==> src/ppe_ram.sv <==
// ----------------------------------------------------------------------------
// Particle pool engine RAM
// Single port write, single port read memory with registered read data.
// ----------------------------------------------------------------------------
module ppe_ram #(
    parameter int Width = 32,
    parameter int Depth = 64
) (
    input  logic                     i_clk,
    input  logic                     i_we,
    input  logic [$clog2(Depth)-1:0] i_waddr,
    input  logic [Width-1:0]         i_wdata,
    input  logic [$clog2(Depth)-1:0] i_raddr,
    output logic [Width-1:0]         o_rdata
);
    logic [Width-1:0] r_mem [Depth];
    logic [Width-1:0] r_rdata;

    always_ff @(posedge i_clk) begin
        if (i_we) begin
            r_mem[i_waddr] <= i_wdata;
        end
        r_rdata <= r_mem[i_raddr];
    end

    assign o_rdata = r_rdata;
endmodule

==> config.mk <==
export PLATFORM = sky130hd
export DESIGN_NAME = ppe_ram
export DESIGN_NICKNAME = d
export VERILOG_FILES = /design/src/ppe_ram.sv
export SDC_FILE = /design/constraint.sdc
export NUM_CORES = 2
export LEC_CHECK = 0
export BUFFER_PORTS_ARGS = -buffer_cell sky130_fd_sc_hd__buf_2
export CAP_MARGIN = 20
export CORE_ASPECT_RATIO = 0.8
export CORE_UTILIZATION = 55
export DETAILED_ROUTE_END_ITERATION = 7
export PLACE_DENSITY = 0.73
export SLEW_MARGIN = 20
export SYNTH_ARGS = -nofsm -noshare
export SYNTH_HDL_FRONTEND = slang
export SYNTH_SLANG_ARGS = --single-unit
==> constraint.sdc <==
create_clock -name i_clk -period 6.7 [get_ports i_clk]
set_input_delay 0.67 -clock i_clk [delete_from_list [all_inputs] [get_ports i_clk]]
set_output_delay 0.67 -clock i_clk [all_outputs]
set_load 0.02 [all_outputs]
==> results.json <==
{
  "synth_fa_ha_area_share_pct": 0,
  "track_usage_pct": 27.7,
  "crit_type": "in2reg",
  "cp-end-kind": "flop",
  "fillers": 9117,
  "yosysSeqAreaShare_pct": 79.1,
  "vias": 37500,
  "synth.top_cells.by_area": "edfxtp_1, mux4_2, mux2i_1",
  "synth-edff-count": 2048,
  "die_x_um": 424,
  "grt_first_pass_wirelength_um": 277000,
  "seq_area_sq_um": 62100,
  "dp_hpwl_um": 102000,
  "power_frac_comb_pct": 4.9,
  "fin_crit_ps": 3330,
  "start_kind": "primary input",
  "crit_path_frequent_cell": "nor2_1",
  "cp_max_fo": 82,
  "ys_ff_latch": 2080,
  "cts_tree": "yes",
  "synthSimpleGateAreaFrac_pct": 1.27,
  "placed_cells": 5200,
  "nNetsFinal": 3560,
  "fin_area_sq_um": 88000,
  "yosysTopAreaCellShare_pct": 78.3,
  "cts_resized": 0,
  "antenna_found_initial": 25,
  "drive_gt1_share_pct": 29.1,
  "rsz0062_at_grt": "false",
  "place_area_sq_um": 81800,
  "synthMuxAreaShare_pct": 16.8,
  "hp-class": "in2reg",
  "areaGrowthSynthToFinish_pct": 12.1,
  "num_rows": 123,
  "finish.utilization_pct": 62.3,
  "dr.pass1.iters": 6,
  "synth_cell_type_count": 34,
  "io_buffer_count": 77,
  "post_cts_buffers": 0,
  "critPathRequiredTime_ps": 7400,
  "p_int_mw": 20.8,
  "synth_area_sq_um": 78500,
  "wl_um": 197000,
  "max_slew_margin_pct": 26.5,
  "worstMarginPinSlew_ps": 1100,
  "core_sq_um": 141000,
  "drc": 0,
  "die_h_um": 340,
  "h-tree-depth": 4,
  "ios": 78,
  "netSwitchingFraction_pct": 21.4,
  "routedWlPerCell_um": 35.5,
  "synth_top_family_by_area": "multiplexers",
  "fmax_mhz": 300,
  "clock_latency_ps": 850,
  "synthTopCellsByCount": "edfxtp_1, mux4_2, nor2_1",
  "dieArea_sq_um": 144000,
  "syn_avg_cell_area_sq_um": 23.6,
  "clk_path_buf_depth": 3,
  "drv_slew": 0,
  "max_cap_viol_count": 0,
  "grt_pass1_vias": 37200,
  "status": "complete, no violations",
  "numCtsBuffers": 187,
  "seq_power_share_pct": 54.6,
  "critPathMaxStageDelay_ps": 670,
  "multi_input_area_sq_um": 16000,
  "ir_worst_vdd_mv": 0.301,
  "power.share.clock_pct": 40.4,
  "clock_sinks": 2080,
  "yosysMostFrequentCell": "edfxtp_1",
  "vias_per_cell": 6.76,
  "path_cells": "buf_8 -> buf_12 -> buf_4 -> mux4_2 -> o22ai_1 -> nor2_1 -> a21oi_1 -> nor2_1",
  "whs_ps": 360,
  "powerDensity_nw_per_um2": 301,
  "synth_cells": 3324,
  "dr.first_iter.drc_count": 5720,
  "cts-root-buf": "clkbuf_16",
  "switching_power_mw": 5.65,
  "report.final.setup_viol": 0,
  "worstPathArrival_ps": 4030,
  "grt.overflow.total": 0,
  "period_share_pct": 49.8,
  "yosys.area.top_type": "edfxtp_1",
  "clk_pin_slew_ps": 60,
  "gp_congestion": 0.801,
  "tns_ps": 0,
  "yosys_warnings": 0,
  "finClkSkew_ps": 27.8,
  "leakage_nw": 27.3,
  "async_flop_share_pct": 0,
  "setup_ws_ps": 3370,
  "finalNonFillerCells": 5552,
  "slowest_stage": "a21oi_1",
  "pre_cts_ws_ps": 2560,
  "initial_core_util_pct": 55.6,
  "synth_xor_area_share_pct": 0,
  "fin_total_pwr_mw": 26.5,
  "synth-compound-area-share_pct": 1.67,
  "grt_max_degree": 138,
  "postRouteAntennaNets": 0,
  "syn-num-nets": 3370,
  "cts-hold-fix-buffers": 0,
  "hold_viol": 0,
  "synth-main-ff-cell": "edfxtp_1"
}
==> worst max-delay path, delay by kind of cell <==
kind | cells | cell delay, ps
AO/OA/AOI/OAI | 2 | 870
multiplexers | 1 | 560
AND/OR/NAND/NOR | 2 | 160
buffers and inverters | 3 | 1640
==> placed cells by master (no fill, tap or decap), types with 8 or more instances in the layout <==
cell type / Yosys / layout
a21oi_1: 62 / 62
a22oi_1: 12 / 12
a311oi_1: 8 / 8
buf_12: 0 / 9
buf_2: 57 / 53
buf_4: 25 / 118
bufinv_16: 0 / 17
clkbuf_1: 74 / 37
clkbuf_16: 0 / 188
clkbuf_8: 0 / 9
clkinv_1: 0 / 36
clkinv_2: 0 / 34
dfxtp_1: 32 / 32
diode_2: 0 / 13
edfxtp_1: 2048 / 2048
mux2i_1: 93 / 93
mux4_2: 544 / 544
nand2_1: 26 / 25
nor2_1: 137 / 75
nor2_4: 0 / 62
nor2b_1: 15 / 14
o221ai_1: 27 / 27
o22ai_1: 84 / 83
==> area by class of cell <==
| cell class | instances | share of cell area, % |
|---|---|---|
| timing repair buffer | 183 | 1.56 |
| clock buffer | 234 | 5.65 |
| multi-input combinational | 1062 | 18.2 |
| clock inverter | 105 | 1.30 |
| sequential | 2080 | 70.6 |
| tap | 1875 | 2.67 |
| antenna | 13 | 0.0370 |
==> power groups by stage <==
stage | sequential [mW] | combinational, mW | clock [mW]
5_1_grt | 14.5 | 1.37 | 11.3
4_1_cts | 14.5 | 1.29 | 10.8
3_5_place_dp | 14.8 | 1.29 | 0
2_1_floorplan | 14.7 | 0.701 | 0
6_report | 14.5 | 1.30 | 10.7
3_3_place_gp | 14.7 | 1.26 | 0
==> final timing paths <==
check,cells past startpoint,start,endpoint,slack (ps)
setup / recovery,8,i_raddr[0],o_rdata[7],3370
hold / removal,1,i_wdata[14],r_mem[8][14],360
setup reg to reg,4,r_mem[43][3],o_rdata[3],4290
hold reg to reg,4,r_mem[28][20],o_rdata[20],730
==> routing by layer <==
layer,share of wire [%],vias to the layer above,track usage (%),routed length [um]
met5,0.085,-,0,167
met4,3.4,14,10.0,6700
met3,12,374,7.97,24600
met2,47,2561,41.8,92400
met1,37,19900,39.0,73500
li1,-,14700,-,-
==> registers in the layout, summed over array words and instances (netlist names) <==
signal,flops
o_rdata,32
r_mem,2048
==> logic make-up after synthesis <==
group | after synthesis
muxes | 637
and+or+nand+nor | 223
DFF | 2080
buffers and inverters | 182
AOI/OAI and AO/OA | 202
No activity file was read; power rests on OpenSTA's default activity.
