--- src/ppe_div.sv ---
// ----------------------------------------------------------------------------
// Particle pool engine ratio divider
// Restoring divider giving min(floor(num * 65536 / den), 65536), one bit a cycle.
// ----------------------------------------------------------------------------
module ppe_div (
    input  logic        i_clk,
    input  logic        i_rst_n,
    input  logic        i_start,
    input  logic [15:0] i_num,
    input  logic [15:0] i_den,
    output logic        o_done,
    output logic [16:0] o_quot
);
    // num < 2^16 and den >= 1, so the quotient fits 32 bits; 17 low bits plus a cap.
    logic [32:0] r_rem;
    logic [31:0] r_q;
    logic [15:0] r_den;
    logic [4:0]  r_cnt;
    logic        r_busy;
    logic        r_done;
    logic [32:0] n_rem;
    logic [32:0] w_try;

    assign w_try = {r_rem[31:0], r_q[31]};

    always_comb begin
        n_rem = w_try;
        if (w_try >= {17'd0, r_den}) begin
            n_rem = w_try - {17'd0, r_den};
        end
    end

    always_ff @(posedge i_clk) begin
        if (!i_rst_n) begin
            r_busy <= 1'b0;
            r_done <= 1'b0;
            r_cnt  <= '0;
        end else begin
            r_done <= 1'b0;
            if (i_start) begin
                r_busy <= 1'b1;
                r_cnt  <= '0;
            end else if (r_busy) begin
                r_cnt <= r_cnt + 5'd1;
                if (r_cnt == 5'd31) begin
                    r_busy <= 1'b0;
                    r_done <= 1'b1;
                end
            end
        end
    end

    always_ff @(posedge i_clk) begin
        if (i_start) begin
            r_rem <= '0;
            r_q   <= {i_num, 16'd0};
            r_den <= i_den;
        end else if (r_busy) begin
            r_rem <= n_rem;
            r_q   <= {r_q[30:0], (w_try >= {17'd0, r_den})};
        end
    end

    assign o_done = r_done;
    assign o_quot = (r_q[31:16] != 16'd0) ? 17'h10000
                  : (r_q[16] ? 17'h10000 : {1'b0, r_q[15:0]});
endmodule

--- config.mk ---
export PLATFORM = sky130hd
export DESIGN_NAME = ppe_div
export DESIGN_NICKNAME = d
export VERILOG_FILES = /design/src/ppe_div.sv
export SDC_FILE = /design/constraint.sdc
export NUM_CORES = 1
export LEC_CHECK = 0
export ABC_CLOCK_PERIOD_IN_PS = 3000
export BUFFER_PORTS_ARGS = -buffer_cell sky130_fd_sc_hd__buf_4
export CAP_MARGIN = 20
export CELL_PAD_IN_SITES_DETAIL_PLACEMENT = 1
export CELL_PAD_IN_SITES_GLOBAL_PLACEMENT = 2
export CORE_MARGIN = 2
export CORE_UTILIZATION = 37
export DETAILED_ROUTE_END_ITERATION = 10
export PLACE_DENSITY = 0.83
export SLEW_MARGIN = 20
export SYNTH_ARGS = -nofsm -noshare
export SYNTH_HDL_FRONTEND = slang
export SYNTH_SLANG_ARGS = --single-unit
--- constraint.sdc ---
create_clock -name i_clk -period 3 [get_ports i_clk]
set_input_delay 0.6 -clock i_clk [delete_from_list [all_inputs] [get_ports i_clk]]
set_output_delay 0.6 -clock i_clk [all_outputs]
set_load 0.05 [all_outputs]
==> qor.csv <==
stage,metric,value,unit
logic_synthesis,"Net Count, Synth",567,
clocking,Max Buffers Root-to-Sink,2,
sta,final hold vios,0,
clocking,CTS tree,built,
floorplanning,die height,118,um
pwr,Final Power,3670,uW
floorplanning,Initial Util,38.0,%
layout,fin cells,747,
grt,largest net degree at the start of global routing,60,
logic_synthesis,"EDFF count, synth",32,
routing,via count,4081,
layout,layout cells sized above 1,19.7,%
placement,count of input and output buffers,52,
sta,ratio of final minimum period to clock period,95.7,%
flow_run,Max Cap Viol,0,
grt,vias in the first global route,4159,
routing,DRC Markers,0,
min_path,hold path depth,1,
logic_synthesis,number of synthesized register bits,87,
routing,final WL,12.7,mm
critical_path,CP Capture Type,flip-flop,
critical_path,startpoint class of the critical path,flip-flop,
logic_synthesis,part of the Yosys area used for sequential elements,42.8,%
clocking,CTS Hold Bufs,0,
logic_synthesis,synth unique cells,66,
grt,total track usage,18.7,%
routing,drt wl/cell,17.0,um
grt,initial antenna violation count,0,
pwr,leakage power,0.00239,uW
critical_path,CP Max Fanout,11,
layout,P&R area growth vs syn,19.6,%
routing,remaining antenna violation count,0,
layout,Final #Nets,624,
critical_path,"setup slack, reg-to-reg",0.13,ns
pwr,Worst VDD drop,0.260,mV
logic_synthesis,synth warn,0,
logic_synthesis,"Avg Cell Area, Syn",9.39,um^2
logic_synthesis,Synth Cell Area,4820,um^2
logic_synthesis,Post-synth ARST share,0,%
placement,DP Cell Count,731,
sta,final slew viol count,0,
critical_path,Worst EP arrival,3.15,ns
critical_path,Reg-to-Reg End,r_rem[23],
placement,HPWL after DPL,9.18,mm
critical_path,r2r startpoint,r_den[10],
sta,final setup fails,0,
critical_path,R2R depth,11,
min_path,Hold Crit Start,i_den[10],
floorplanning,Die X,118,um
grt,first-pass GRT wire length,21.0,mm
clocking,post-CTS setup buffer count,0,
sta,min Tclk post-route,2.87,ns
layout,Filler cells,1486,
floorplanning,full die area,13900,um^2
clocking,Num CTS Buffers,9,
min_path,Hold Path Sink,r_den[10],
floorplanning,core box area,12700,um^2
floorplanning,io pins,53,
critical_path,CP Data Required Time,3.28,ns
sta,Slew @ Worst Pin,0.751,ns
min_path,worst hold path class,in -> reg,
pwr,Cell Pwr Density,637,nW/um^2
sta,post-route setup TNS,0,ns
floorplanning,std cell rows,41,
sta,Clock Skews,0.00982,ns
clocking,H-tree levels,3,
routing,Vias/cell,5.46,
routing,met1 WL,5.88,mm
sta,Slew Limit Headroom,50.0,%
layout,most frequent cells in the layout,"buf_4, nor2_1, dfxtp_1",
grt,overflow left after global routing,0,
logic_synthesis,main flop type after synthesis,dfxtp_1,
logic_synthesis,Syn Inst Count,513,
layout,"commonest non-fill, non-tap cell in the layout",buf_4,
routing,drt pass-1 iters,4,
clocking,Clock Sinks,87,
routing,metal2 WL,6.16,mm
clocking,Worst-path clk slew,0.07,ns
critical_path,crit path kind,reg -> reg,
clocking,clk_lat worst skew,0.35,ns
routing,met3 wire len,501,um
routing,top routing layer used,met4,
placement,GPL Wtd Cong,0.850,
clocking,CTS root buf,clkbuf_16,
routing,1st-iter DRT viols,243,
layout,diode count,0,
status,run status,finished clean,
sta,RSZ-0062 raised after global routing,no,
sta,f_max,0.348,GHz
==> layer usage <==
| metal | vias up | GRT usage [%] |
|---|---|---|
| met3 | 15 | 3.10 |
| met4 | 0 | 6.55 |
| met1 | 1992 | 24.1 |
| li1 | 1984 | - |
| met2 | 90 | 31.5 |
| met5 | - | 0 |
==> sequential cells by signal, summed over array words and instances, names as in the netlist <==
| name | cells |
|---|---|
| o_done | 1 |
| r_busy | 1 |
| r_cnt | 5 |
| r_den | 16 |
| r_q | 32 |
| r_rem | 32 |
==> worst max path at each step <==
| stage | end | startpoint | depth (start not counted) | slack (ns) |
|---|---|---|---|---|
| 2_1_floorplan | r_rem[0] | r_den[12] | 12 | 0.46 |
| 3_3_place_gp | r_rem[30] | r_den[12] | 9 | 0.14 |
| 3_5_place_dp | r_rem[30] | r_den[12] | 9 | 0.005 |
| 4_1_cts | r_rem[3] | r_den[12] | 11 | 0.08 |
| 5_1_grt | r_rem[23] | r_den[10] | 11 | 0.03 |
| 6_report | r_rem[23] | r_den[10] | 11 | 0.13 |
==> layout make-up <==
cell class	count	area [um^2]	share of cell area (%)
clock buffers	9	225	3.91
clock inverters	7	56.3	0.978
inverters	28	105	1.83
multi-input cells	370	2510	43.6
flip-flops and latches	87	2060	35.8
well taps	172	215	3.74
repair buffers	74	581	10.1
==> synth_stat cells (4+ instances only) <==
| library cell | instances | area (um^2) |
|---|---|---|
| nor2_1 | 54 | 203 |
| nand2_1 | 40 | 150 |
| edfxtp_1 | 32 | 961 |
| a31oi_1 | 8 | 50.1 |
| a211oi_1 | 8 | 60.1 |
| xnor2_1 | 11 | 96.3 |
| o21ai_0 | 22 | 110 |
| a311oi_1 | 7 | 61.3 |
| a22o_1 | 14 | 123 |
| clkbuf_1 | 16 | 60.1 |
| buf_6 | 4 | 45.0 |
| nor2b_1 | 6 | 37.5 |
| and2_1 | 16 | 100 |
| o22ai_1 | 4 | 25.0 |
| nor3_1 | 15 | 75.1 |
| nand2b_1 | 4 | 25.0 |
| o31ai_1 | 5 | 37.5 |
| a21o_1 | 5 | 37.5 |
| dfxtp_1 | 55 | 1100 |
| ha_1 | 18 | 225 |
| nand4_1 | 4 | 25.0 |
| mux2i_1 | 27 | 270 |
| a21oi_1 | 12 | 60.1 |
| o21a_1 | 8 | 60.1 |
| nor4_1 | 6 | 37.5 |
| nand3_1 | 8 | 40.0 |
| o21ai_1 | 4 | 20.0 |
| xor2_1 | 4 | 35.0 |
| inv_1 | 28 | 105 |
| or3_1 | 8 | 50.1 |
==> stage by stage <==
stage	hold WS [ns]	area [um^2]	worst slack (ns)	util [%]
after floorplan	0.437	4820	0.458	-
after global placement	0.460	5460	0.140	43.1
after detailed placement	0.479	5460	0.00523	43.1
after CTS	0.414	5750	0.0830	45.4
after global routing	0.414	5760	0.0278	45.4
final	0.423	5760	0.128	45.4
==> cell families after synthesis <==
kind of cell / after synthesis / synth area share, %
and+or+nand+nor: 185 / 19.8
AOI/OAI and AO/OA: 123 / 18.3
DFF: 87 / 42.8
buffers and inverters: 56 / 5.38
muxes: 28 / 5.85
adders and majority gates: 19 / 5.09
xor gates and xnor gates: 15 / 2.73
==> power by group <==
part,switching (uW),total (uW),internal (uW)
clock network,512,1090,573
registers,108,1450,1340
logic,632,1130,498
total,1250,3670,2410
==> repair_timing <==
item,CTS,global route
endpoints found under the setup margin,1,15
pin swaps,0,0
gates resized for setup,1,4
==> critical path, cell delays in order (launching register included) <==
cell,delay (ns)
edfxtp_1,0.34
inv_1,0.04
ha_1,0.43
nand4_2,0.19
or2_2,0.36
nor3_1,0.21
a211o_2,0.23
buf_4,0.16
nor2_4,0.04
buf_12,0.13
or4_1,0.48
a31oi_1,0.17
Note: power is estimated with default switching activity, not from simulation.
